<file path="src/sv/brle_pkg.sv">
// Shared types and constants for the byte run-length encoder.
// Used by byte_run_length_encoder_core; no dependencies.
package brle_pkg;

  localparam int BYTE_W     = 8;
  localparam int CNT_W      = 8;   // group counts and header bytes
  localparam int TR_W       = 2;   // tail run length
  localparam int BL_W       = 4;   // bits left in the bit accumulator
  localparam int PACK_BYTES = 8;
  localparam int WORD_W     = PACK_BYTES * BYTE_W;
  localparam int PCNT_W     = 4;   // bytes held in a result word, 0..8

  typedef logic [BYTE_W-1:0] byte_t;
  typedef logic [CNT_W-1:0]  cnt_t;

  typedef enum logic [5:0] {
    S_IDLE  = 6'b000001,
    S_GROUP = 6'b000010,
    S_HDR   = 6'b000100,
    S_VAL   = 6'b001000,
    S_LIT   = 6'b010000,
    S_END   = 6'b100000
  } state_t;

  // one group to send out: header byte, then the value or the stored literals
  typedef struct packed {
    logic  lit;
    byte_t hdr;
    byte_t val;
    cnt_t  len;
  } emit_t;

endpackage

</file>
<file path="src/sv/brle_ram.sv">
// Generic single-write, single-read synchronous RAM with registered read.
// No dependencies.
module brle_ram #(
  parameter int WIDTH = 8,
  parameter int DEPTH = 128
) (
  input  logic                     clk,
  input  logic                     wr_en,
  input  logic [$clog2(DEPTH)-1:0] wr_addr,
  input  logic [WIDTH-1:0]         wr_data,
  input  logic [$clog2(DEPTH)-1:0] rd_addr,
  output logic [WIDTH-1:0]         rd_data
);

  logic [WIDTH-1:0] mem [DEPTH];

  always_ff @(posedge clk) begin
    if (wr_en) begin
      mem[wr_addr] <= wr_data;
    end
    rd_data <= mem[rd_addr];
  end

endmodule

</file>
<file path="src/sv/byte_run_length_encoder_core.sv">
// Byte run-length encoder: literal groups and repeat runs, header byte first.
// Depends on brle_pkg and brle_ram (literal group store).
//
// Each accepted request is a data byte (tuser = 0) or a flush (tuser = 1); in
// boolean mode bit 0 of each data byte is packed MSB-first and every eighth bit
// is encoded as one byte. Encoded bytes leave packed eight to a 72-bit result
// word, earliest byte lowest, with tlast on the final word of each request.
// A data request that sends nothing out is taken in S_IDLE alone. A request that
// sends out a group goes from S_IDLE to S_HDR and then S_VAL or S_LIT, sending
// each encoded byte in turn (header, then the repeat value or each literal read
// from the group store, one RAM read per cycle), then S_END hands over the final
// word. A flush always passes through S_GROUP to close the pending group, so a
// flush with nothing pending sends nothing, and a flush whose partial byte also
// ends a group sends that group first, then closes the pending one. No request
// is taken while bytes are going out; back-pressure on the result side stalls
// the byte stream, which pauses while a full word waits behind an occupied output
// register, and the final word waits for the output register to be free.
module byte_run_length_encoder_core #(
  parameter int MAX_LITERAL = 128,
  parameter int MIN_REPEAT  = 3,
  parameter int MAX_REPEAT  = 130
) (
  input  logic        clk,
  input  logic        rst,
  input  logic        cfg_wr_en,
  input  logic        cfg_wr_data,    // bool_mode
  input  logic        s_axis_tvalid,
  output logic        s_axis_tready,
  input  logic [7:0]  s_axis_tdata,   // [7:0] value
  input  logic [0:0]  s_axis_tuser,   // [0] action (1 = flush)
  output logic        m_axis_tvalid,
  input  logic        m_axis_tready,
  output logic [71:0] m_axis_tdata,   // [63:0] out_word, [67:64] byte_count, [71:68] zero
  output logic        m_axis_tlast    // last
);

  import brle_pkg::*;

  localparam int ADDR_W = $clog2(MAX_LITERAL);
  localparam cnt_t MIN_R  = CNT_W'(MIN_REPEAT);
  localparam cnt_t MAX_R  = CNT_W'(MAX_REPEAT);
  localparam cnt_t MAX_L  = CNT_W'(MAX_LITERAL);
  localparam logic [TR_W-1:0] TR_MIN = TR_W'(MIN_REPEAT);
  localparam logic [BL_W-1:0] BL_FULL = BL_W'(BYTE_W);
  localparam logic [PCNT_W-1:0] PCNT_FULL = PCNT_W'(PACK_BYTES);

  // control and encoder state
  state_t            state, state_next;
  logic              bool_mode;
  cnt_t              gc, gc_next;
  logic              rep, rep_next;
  logic [TR_W-1:0]   tr, tr_next;
  byte_t             lastv, lastv_next;
  byte_t             acc, acc_next;
  logic [BL_W-1:0]   bits_left, bits_left_next;
  logic              grp_pend, grp_pend_next;
  emit_t             em, em_next;
  logic [ADDR_W-1:0] lit_idx, lit_idx_next;

  // packing and output
  logic [WORD_W-1:0] pack, pack_next;
  logic [PCNT_W-1:0] cnt, cnt_next;
  logic              m_valid, m_valid_next;
  logic [WORD_W-1:0] out_word, out_word_next;
  logic [PCNT_W-1:0] out_cnt, out_cnt_next;
  logic              out_last, out_last_next;

  // RAM
  logic              ram_we;
  logic [ADDR_W-1:0] ram_waddr, ram_raddr;
  byte_t             ram_rdata;

  // encoder datapath
  logic              flush;
  logic [BL_W-1:0]   bl_dec;
  byte_t             acc_bit;
  byte_t             enc_v;
  logic              enc_emit, enc_we;
  logic [ADDR_W-1:0] enc_waddr;
  emit_t             enc_em;
  cnt_t              gc_e, gc_inc;
  logic              rep_e;
  logic [TR_W-1:0]   tr_e, tr_inc;
  emit_t             grp_em;

  logic              accept, out_free, byte_ok, push;
  byte_t             push_byte;

  brle_ram #(
    .WIDTH (BYTE_W),
    .DEPTH (MAX_LITERAL)
  ) u_store (
    .clk     (clk),
    .wr_en   (ram_we),
    .wr_addr (ram_waddr),
    .wr_data (lastv_next),
    .rd_addr (ram_raddr),
    .rd_data (ram_rdata)
  );

  assign accept   = s_axis_tvalid && s_axis_tready;
  assign flush    = s_axis_tuser[0];
  assign out_free = !m_valid || m_axis_tready;
  assign byte_ok  = (cnt != PCNT_FULL) || out_free;

  // boolean mode: next bit position and accumulator with this bit set
  assign bl_dec  = {1'b0, 3'(bits_left - BL_W'(1))};
  assign acc_bit = acc | (byte_t'(s_axis_tdata[0]) << bl_dec[2:0]);
  assign enc_v   = flush ? acc : (bool_mode ? acc_bit : s_axis_tdata);

  assign gc_inc = gc + cnt_t'(1);
  assign tr_inc = (enc_v == lastv) ? tr + TR_W'(1) : TR_W'(1);

  // one byte into the group state
  always_comb begin
    enc_emit   = 1'b0;
    enc_em.lit = 1'b0;
    enc_em.hdr = '0;
    enc_em.val = lastv;
    enc_em.len = '0;
    enc_we     = 1'b0;
    enc_waddr  = '0;
    gc_e       = gc;
    rep_e      = rep;
    tr_e       = tr;
    if (gc == '0) begin
      enc_we = 1'b1;
      gc_e   = cnt_t'(1);
      tr_e   = TR_W'(1);
      rep_e  = 1'b0;
    end else if (rep) begin
      if (enc_v == lastv) begin
        gc_e = gc_inc;
        if (gc_inc >= MAX_R) begin
          enc_emit   = 1'b1;
          enc_em.hdr = gc_inc - MIN_R;
          gc_e       = '0;
          rep_e      = 1'b0;
          tr_e       = '0;
        end
      end else begin
        // run broken: send it, start a fresh group with this byte
        enc_emit   = 1'b1;
        enc_em.hdr = gc - MIN_R;
        enc_we     = 1'b1;
        gc_e       = cnt_t'(1);
        tr_e       = TR_W'(1);
        rep_e      = 1'b0;
      end
    end else if (tr_inc >= TR_MIN) begin
      // literal tail turns into a run; send what precedes it
      if (gc >= MIN_R) begin
        enc_emit   = 1'b1;
        enc_em.lit = 1'b1;
        enc_em.len = gc - (MIN_R - cnt_t'(1));
        enc_em.hdr = cnt_t'(0) - enc_em.len;
      end
      rep_e = 1'b1;
      tr_e  = TR_MIN;
      gc_e  = MIN_R;
    end else begin
      enc_we    = 1'b1;
      enc_waddr = gc[ADDR_W-1:0];
      gc_e      = gc_inc;
      tr_e      = tr_inc;
      if (gc_inc >= MAX_L) begin
        enc_emit   = 1'b1;
        enc_em.lit = 1'b1;
        enc_em.len = gc_inc;
        enc_em.hdr = cnt_t'(0) - gc_inc;
        gc_e       = '0;
        tr_e       = '0;
        rep_e      = 1'b0;
      end
    end
  end

  // closing the pending group
  always_comb begin
    grp_em.lit = !rep;
    grp_em.hdr = rep ? (gc - MIN_R) : (cnt_t'(0) - gc);
    grp_em.val = lastv;
    grp_em.len = gc;
  end

  // sequencer
  always_comb begin
    state_next     = state;
    gc_next        = gc;
    rep_next       = rep;
    tr_next        = tr;
    lastv_next     = lastv;
    acc_next       = acc;
    bits_left_next = bits_left;
    grp_pend_next  = grp_pend;
    em_next        = em;
    lit_idx_next   = lit_idx;
    s_axis_tready  = 1'b0;
    ram_we         = 1'b0;
    ram_waddr      = enc_waddr;
    ram_raddr      = lit_idx;
    push           = 1'b0;
    push_byte      = em.hdr;
    case (state)
      S_IDLE: begin
        s_axis_tready = 1'b1;
        if (accept) begin
          if (!flush && bool_mode && bl_dec != '0) begin
            acc_next       = acc_bit;
            bits_left_next = bl_dec;
          end else if (flush && bits_left == BL_FULL) begin
            state_next = S_GROUP;
          end else begin
            if (flush || bool_mode) begin
              acc_next       = '0;
              bits_left_next = BL_FULL;
            end
            gc_next    = gc_e;
            rep_next   = rep_e;
            tr_next    = tr_e;
            lastv_next = enc_v;
            ram_we     = enc_we;
            if (enc_emit) begin
              em_next       = enc_em;
              grp_pend_next = flush;
              state_next    = S_HDR;
            end else if (flush) begin
              state_next = S_GROUP;
            end
          end
        end
      end
      S_GROUP: begin
        grp_pend_next = 1'b0;
        if (gc != '0) begin
          em_next    = grp_em;
          gc_next    = '0;
          rep_next   = 1'b0;
          tr_next    = '0;
          state_next = S_HDR;
        end else begin
          state_next = S_END;
        end
      end
      S_HDR: begin
        push         = byte_ok;
        push_byte    = em.hdr;
        lit_idx_next = '0;
        ram_raddr    = '0;
        if (byte_ok) begin
          state_next = em.lit ? S_LIT : S_VAL;
        end
      end
      S_VAL: begin
        push      = byte_ok;
        push_byte = em.val;
        if (byte_ok) begin
          state_next    = grp_pend ? S_GROUP : S_END;
          grp_pend_next = 1'b0;
        end
      end
      S_LIT: begin
        push      = byte_ok;
        push_byte = ram_rdata;
        if (byte_ok) begin
          // read one ahead so a byte can leave every cycle while the output keeps up
          ram_raddr    = lit_idx + ADDR_W'(1);
          lit_idx_next = lit_idx + ADDR_W'(1);
          if (lit_idx == ADDR_W'(em.len - cnt_t'(1))) begin
            state_next    = grp_pend ? S_GROUP : S_END;
            grp_pend_next = 1'b0;
          end
        end
      end
      S_END: begin
        if (cnt == '0 || out_free) begin
          state_next = S_IDLE;
        end
      end
      default: begin
        state_next = S_IDLE;
      end
    endcase
  end

  // word packing; a full word is held back until it is known not to be last
  always_comb begin
    pack_next     = pack;
    cnt_next      = cnt;
    m_valid_next  = m_valid && !m_axis_tready;
    out_word_next = out_word;
    out_cnt_next  = out_cnt;
    out_last_next = out_last;
    if (push) begin
      if (cnt == PCNT_FULL) begin
        m_valid_next  = 1'b1;
        out_word_next = pack;
        out_cnt_next  = cnt;
        out_last_next = 1'b0;
        pack_next     = WORD_W'(push_byte);
        cnt_next      = PCNT_W'(1);
      end else if (cnt == '0) begin
        pack_next = WORD_W'(push_byte);
        cnt_next  = PCNT_W'(1);
      end else begin
        pack_next[cnt[2:0]*BYTE_W +: BYTE_W] = push_byte;
        cnt_next = cnt + PCNT_W'(1);
      end
    end else if (state == S_END && cnt != '0 && out_free) begin
      m_valid_next  = 1'b1;
      out_word_next = pack;
      out_cnt_next  = cnt;
      out_last_next = 1'b1;
      cnt_next      = '0;
    end
  end

  always_ff @(posedge clk) begin
    if (rst) begin
      state     <= S_IDLE;
      bool_mode <= 1'b0;
      gc        <= '0;
      rep       <= 1'b0;
      tr        <= '0;
      acc       <= '0;
      bits_left <= BL_FULL;
      grp_pend  <= 1'b0;
      cnt       <= '0;
      m_valid   <= 1'b0;
    end else begin
      state     <= state_next;
      if (cfg_wr_en) begin
        bool_mode <= cfg_wr_data;
      end
      gc        <= gc_next;
      rep       <= rep_next;
      tr        <= tr_next;
      acc       <= acc_next;
      bits_left <= bits_left_next;
      grp_pend  <= grp_pend_next;
      cnt       <= cnt_next;
      m_valid   <= m_valid_next;
    end
  end

  always_ff @(posedge clk) begin
    lastv    <= lastv_next;
    em       <= em_next;
    lit_idx  <= lit_idx_next;
    pack     <= pack_next;
    out_word <= out_word_next;
    out_cnt  <= out_cnt_next;
    out_last <= out_last_next;
  end

  assign m_axis_tvalid = m_valid;
  assign m_axis_tdata  = {4'b0000, out_cnt, out_word};
  assign m_axis_tlast  = out_last;

endmodule

</file>
<file path="config.mk">
export PLATFORM = sky130hd
export DESIGN_NAME = byte_run_length_encoder_core
export DESIGN_NICKNAME = d
export VERILOG_FILES = /design/src/sv/brle_pkg.sv /design/src/sv/brle_ram.sv /design/src/sv/byte_run_length_encoder_core.sv
export SDC_FILE = /design/constraint.sdc
export NUM_CORES = 2
export LEC_CHECK = 0
export ABC_AREA = 1
export BUFFER_PORTS_ARGS = -buffer_cell sky130_fd_sc_hd__buf_2
export CELL_PAD_IN_SITES_DETAIL_PLACEMENT = 1
export CELL_PAD_IN_SITES_GLOBAL_PLACEMENT = 1
export CORE_ASPECT_RATIO = 0.8
export CORE_MARGIN = 2
export CORE_UTILIZATION = 46
export CTS_CLUSTER_SIZE = 14
export DETAILED_ROUTE_END_ITERATION = 8
export PLACE_DENSITY_LB_ADDON = 0.08
export SLEW_MARGIN = 10
export SYNTH_ARGS = -nofsm -noshare
export SYNTH_HDL_FRONTEND = slang
export SYNTH_SLANG_ARGS = --single-unit
</file>
<file path="constraint.sdc">
create_clock -name clk -period 8 [get_ports clk]
set_input_delay 0.8 -clock clk [delete_from_list [all_inputs] [get_ports clk]]
set_output_delay 0.8 -clock clk [all_outputs]
set_load 0.01 [all_outputs]
</file>
# Yosys cells after proc, flatten, opt, wreduce, memory -nomap -nowiden
# Memories as Yosys holds them, arrays and structs flattened. A register that Yosys moved wholly into a read port is not among the register bits.
# Cells that the tools add are included.
[classes] addsub=13 multipliers=0 n_div=0 magnitude_cmp=4 eq_ne=25 n_shift=3 mux=131 bitwise_logic=1 reduce_logical=33
[op_table] operator="$mux W8" count=30
[op_table] operator="$mux W64" count=3
[op_table] operator="$mux W25" count=5
[op_table] operator="$mux W6" count=12
[op_table] operator="$bwmux W64" count=1
[op_table] operator="$shift A8 B34 Y64 const A" count=1
[op_table] operator="$shiftx A8 B34 Y64" count=1
[op_table] operator="$pmux W25 S2" count=1
[op_table] operator="$mux W1" count=42
[op_table] operator="$mux W4" count=10
[op_table] operator="$mux W9" count=4
[op_table] operator="$pmux W6 S6" count=1
[op_table] operator="$neg A6 Y34" count=1
[op_table] operator="$pmux W8 S2" count=2
[op_table] operator="$mux W7" count=4
[op_table] operator="$sub A1 B8 Y8 const A" count=3
[op_table] operator="$sub A8 B2 Y8 const B" count=3
[op_table] operator="$mux W2" count=11
[op_table] operator="$ne A2 B2 Y1 const B" count=11
[op_table] operator="$ge A8 B8 Y1 const B" count=2
[op_table] operator="$reduce_and A8 Y1" count=2
[op_table] operator="$pmux W7 S2" count=1
[op_table] operator="$reduce_and A6 Y1" count=2
[op_table] operator="$reduce_bool A4 Y1" count=3
[op_table] operator="38 further kinds" count=54
[totals] regBits=208 latch_bits=0 mem_bits_rw=1024 romBits=0 input_bits=15 out_inout_bits=75 wordCells=232 mem_count=1
[mem_list] name="u_store.mem" words=128 width=8 read_ports=1 rd_clocked_by_memory_dff=1 write_ports=1 line_no="brle_ram.sv:15" rtl="logic [WIDTH-1:0] mem [DEPTH];"

# Depth between registers and ports, before layout
[logic_depth] word_depth=17 ltp_mapped=23 mapped_depth_nobuf=20

# By module
# From an unflattened synthesis, not the netlist that was laid out.
[unflattened] hier_cells=4685 hier_area_um2=52422.8
[modules_own_cells] mod="brle_ram" n_inst=1 cells_per_inst=3575 area_each_um2=42104.1 seq_area_each_um2=30909.6
[modules_own_cells] mod="byte_run_length_encoder_core" n_inst=1 cells_per_inst=1110 area_each_um2=10318.6 seq_area_each_um2=5735.5

# Least setup slack after synthesis
# Ideal clock, no wire load.
[synth_path] path_kind="in2reg" from="input s_axis_tuser" to="memory u_store.mem[0][0] (data pin)" setup_ns=1.204 arrival_ns=6.849 required_time_ns=6.796 slack_ns=-0.053 path_stages=10 n_path_buf=2 cell_sequence="inv_2 -> buf_2 -> nand2_1 -> a21oi_1 -> o21ai_1 -> nand4_1 -> nor2_2 -> inv_2 -> clkbuf_1 -> o21ai_0"
[synth_between] elab_chain_len=6 word_cells_on_any_way=9 classes_between="mux (5); reduce/logical (4)"
[synth_lines] item="start: declaration" line_no="byte_run_length_encoder_core.sv:30" rtl="input logic [0:0] s_axis_tuser,"
[synth_lines] item="$logic_not A1 Y1" line_no="byte_run_length_encoder_core.sv:208" rtl="if (!flush && bool_mode && bl_dec != '0) begin"
[synth_lines] item="$logic_and A1 B1 Y1 (2 in a row)" line_no="byte_run_length_encoder_core.sv:208"
[synth_lines] item="$mux W8 *" line_no="byte_run_length_encoder_core.sv:208"
[synth_lines] item="$mux W8 *" line_no="byte_run_length_encoder_core.sv:207" rtl="if (accept) begin"
[synth_lines] item="$mux W8 *" line_no="byte_run_length_encoder_core.sv:204" rtl="case (state)"
[synth_lines] item="named net lastv_next[0]" line_no="byte_run_length_encoder_core.sv:53" rtl="byte_t lastv, lastv_next;"
[synth_lines] item="end: declaration" line_no="brle_ram.sv:15"
# Mark *: on every way through the listed nets, which the timed path passes. The rest lies on a longest branch.

# Worst setup path after layout
[layout_path] from="register cnt[0]" to="register u_store.rd_data[2], read port of u_store.mem"
[layout_between] elab_chain_len=4
[layout_lines] item="start: declaration" line_no="byte_run_length_encoder_core.sv:62" rtl="logic [PCNT_W-1:0] cnt, cnt_next;"
[layout_lines] item="start signal: assignment" line_no="byte_run_length_encoder_core.sv:341" rtl="cnt <= cnt_next;"
[layout_lines] item="$ne A4 B4 Y1" line_no="byte_run_length_encoder_core.sv:104" rtl="assign byte_ok = (cnt != PCNT_FULL) || out_free;"
[layout_lines] item="$logic_or A1 B1 Y1" line_no="byte_run_length_encoder_core.sv:104"
[layout_lines] item="$mux W7"
[layout_lines] item="$pmux W7 S2"
[layout_lines] item="end: declaration" line_no="brle_ram.sv:12" rtl="output logic [WIDTH-1:0] rd_data"
# Every way passes these cells.
# A chain may end at the register's enable or synchronous reset.

==> flow_metrics.py <==
metrics = {
    "setup_path": {
        "crit_family": "buffers and inverters",
        "end_kind": "flip-flop",
        "path_common_cell": "nand2_1",
        "critical_path_required_ns": 8.70,
        "worstPathMaxFanout": 57,
        "reg2reg_from": "cnt[0]$_SDFFE_PP0P_",
        "cp_num_buf_inv": 5,
        "startpoint_type": "flip-flop",
        "cpPeakStageDelay_ns": 0.71,
        "cp_slowest_cell": "inv_4",
        "cp-startpoint": "cnt[0]$_SDFFE_PP0P_",
        "path_cells": "clkinv_1 > ha_1 > inv_1 > nor2_2 > nand3_1 > nand2_1 > nand2_1 > o22ai_4 > buf_4 > inv_4 > buf_4 > nand2_1 > nand3_1 > nand3_1 > nand3_1 > nand3_1 > nand2_1 > nand2_1 > nand2_1",
        "crit_arrival_ns": 5.96,
        "critPathKind": "reg -> reg",
    },
    "routing": {
        "ant_nets": 0,
        "detail_route.iter0.violations": 3293,
        "avgRoutedWirePerCell_um": 25.6,
        "finalWirelength_um": 158000,
        "drt-pass1-iter-count": 5,
        "vias": 35600,
        "viasPerCell": 5.77,
        "drc": 0,
    },
    "logic_synthesis": {
        "synth.top_cell.area_share": 0.673,
        "netlist_top_cells_area": "edfxtp_1, nand2_1, nand3_1, o211ai_1, nor2_1",
        "synth_edf_count": 1181,
        "synth_area_sq_um": 52700,
        "synth.largest_area_cell": "edfxtp_1",
        "seq_area_frac_synth": 0.696,
        "synth_area_per_cell_sq_um": 11.5,
        "synthCells": 4569,
        "ys_seq_elements": 1240,
        "async_flop_share": 0,
        "ys_types": 55,
        "synthFlopType": "edfxtp_1",
        "yosysWarnings": 0,
    },
    "cts": {
        "cts_resized": 0,
        "postCtsHoldBufs": 0,
        "cts_buffers": 131,
        "clk_pin_slew_worst_paths_ns": 0.06,
        "root_buffer": "clkbuf_16",
        "clock_sink_count": 1240,
        "htreeDepth": 4,
        "post_cts_buffers": 0,
        "clkLatencyLatePin_ns": 0.77,
        "cts_tree": "built",
        "clockBufferDepth": 3,
    },
    "floorplan": {
        "coreArea_sq_um": 113000,
        "rows": 110,
        "initial_utilization": 0.466,
        "die-area_sq_um": 117000,
        "dieWidth_um": 382,
        "ios": 90,
        "die_h_um": 307,
    },
    "worst_hold_path": {
        "hold_start": "cfg_wr_en",
        "hp-class": "in -> reg",
    },
    "power": {
        "ir_drop_mv": 0.946,
        "p_per_area_nw_per_um2": 411,
        "p_leak_nw": 20.7,
    },
    "finish": {
        "final_area_sq_um": 58600,
        "fill_cells": 11800,
        "multiInputGateArea_sq_um": 14000,
        "layout_common_cells": "edfxtp_1, nand2_1, nand3_1",
        "mostFrequentLayoutCell": "edfxtp_1",
        "drive_gt1_frac": 0.115,
        "layout.area.seq_sq_um": 36600,
        "nets": 4596,
        "area.growth.synth_to_final_pct": 11.2,
    },
    "timing": {
        "whs_ns": 0.251,
        "max_freq_mhz": 190,
        "final.period_utilization": 0.658,
        "finalSetupViolCount": 0,
        "grt_setup_unrepaired": "no",
        "min_period_ns": 5.27,
        "fin_skew_ns": 0.0287,
        "max-slew-margin-rel": 0.245,
        "maxSlewViolCount": 0,
        "tns_ns": 0,
        "hold_viol_final": 0,
        "worstMarginPinSlew_ns": 1.13,
    },
    "placed_design": {
        "gp_congestion": 0.890,
        "place_area_sq_um": 54400,
        "port-buffer-count": 85,
        "hpwl_um": 92800,
    },
    "grt": {
        "grt_pass1_wl_um": 235000,
        "first_global_vias": 36100,
        "antenna_found_initial": 3,
        "grt_max_degree": 154,
        "grt_util_all_layers": 0.270,
        "grt_overflow_total": 0,
    },
    "run": {
        "maxCapViolCount": 0,
    },
    "status": {
        "status": "completed",
    },
}
[cell families (layout without fill, tap and decap cells)]
group	count (synthesis)	count (layout)	share of synthesized area
other	1	5	0.0000712
multiplexers	1	1	0.000190
flip-flops	1240	1240	0.696
AND/OR/NAND/NOR	2076	2076	0.175
buffers and inverters	531	622	0.0421
AO/OA/AOI/OAI	675	675	0.0784
adder cells (fa/ha/maj)	16	16	0.00380
XOR/XNOR	29	29	0.00482
[layer usage]
| metal | global-route usage | wire length [um] | vias up |
|---|---|---|---|
| met3 | 0.0607 | 11500 | 211 |
| met4 | 0.0728 | 3550 | 2 |
| met1 | 0.394 | 72500 | 18100 |
| li1 | - | - | 16200 |
| met2 | 0.410 | 70400 | 1094 |
| met5 | 0 | 11 | - |
[layout make-up]
type	instances	area share
Clock inverter	67	0.0111
Multi-Input combinational cell	2801	0.239
Inverter	267	0.0173
Antenna cell	1	0.0000427
Timing Repair Buffer	124	0.0150
Clock buffer	164	0.0599
Tap cell	1512	0.0323
Sequential cell	1240	0.626
[worst reg2reg max path, delay by kind of cell, from the launching register on]
family	cells	cell delay, ns
AOI/OAI and AO/OA	1	0.08
buffers and inverters	5	2.26
DFF	1	0.69
and+or+nand+nor	12	1.84
adders and majority gates	1	0.34
[sequential cells by signal (all words and copies together) (netlist names)]
name             count
m_axis_tvalid        1
tr                   2
rep                  1
pack                64
cnt                  4
m_axis_tlast         1
grp_pend             1
out_word            64
bool_mode            1
bits_left            4
u_store.mem       1024
out_cnt              4
u_store.rd_data      8
gc                   8
em                  24
state                6
lastv                8
acc                  8
lit_idx              7
[synth_stat cells (2+ instances only)]
cell          n
o211ai_1    258
a211oi_1      2
inv_1       251
nor3_1       15
o21ai_0     269
buf_2        96
o221ai_1      2
nand3_1     550
nand4_1      18
buf_1        19
nor2_1      505
inv_2        14
clkbuf_1    130
a21oi_1     116
or2_2       165
nand2_2       6
nand2_4       9
buf_6         9
xor2_1       24
xnor2_1       5
o2111ai_1     2
nor4_4        2
o21a_1        2
nor3_2        3
ha_1         16
nor4_1        2
dfxtp_1      59
nand2_1     778
clkinv_1      2
buf_4        10
edfxtp_1   1181
o21ai_1       3
nor2_2       11
nand3_4       2
a22o_1        7
nand3b_1      3
nor3b_1       3
o311ai_0      3
[metrics by stage]
| stage | std cells | util | setup slack, ns | power [W] |
|---|---|---|---|---|
| floorplan | 4572 | - | -0.0527 | 0.0149 |
| global placement | 5944 | 0.481 | 2.64 | 0.0181 |
| detailed placement | 5944 | 0.481 | 2.79 | 0.0182 |
| CTS | 6175 | 0.518 | 2.80 | 0.0242 |
| global route | 6175 | 0.518 | 2.35 | 0.0252 |
| finish | 6176 | 0.518 | 2.73 | 0.0241 |
[where the power goes]
part / leakage [nW] / internal, W / switching, W / total [W]
Clock: 2.03 / 0.00344 / 0.00255 / 0.00599
Combinational: 7.39 / 0.00198 / 0.00694 / 0.00892
Sequential: 11.3 / 0.00895 / 0.000218 / 0.00917
[worst paths after layout]
kind | end | slack (ns) | depth (start not counted)
setup / recovery | u_store.rd_data[2]$_DFF_P_ | 2.73 | 19
hold / removal | bool_mode$_SDFFE_PP0P_ | 0.25 | 2
setup reg to reg | u_store.rd_data[2]$_DFF_P_ | 2.73 | 19
hold reg to reg | out_word[1]$_DFFE_PP_ | 0.42 | 0
No activity file was read; power rests on OpenSTA's default activity.
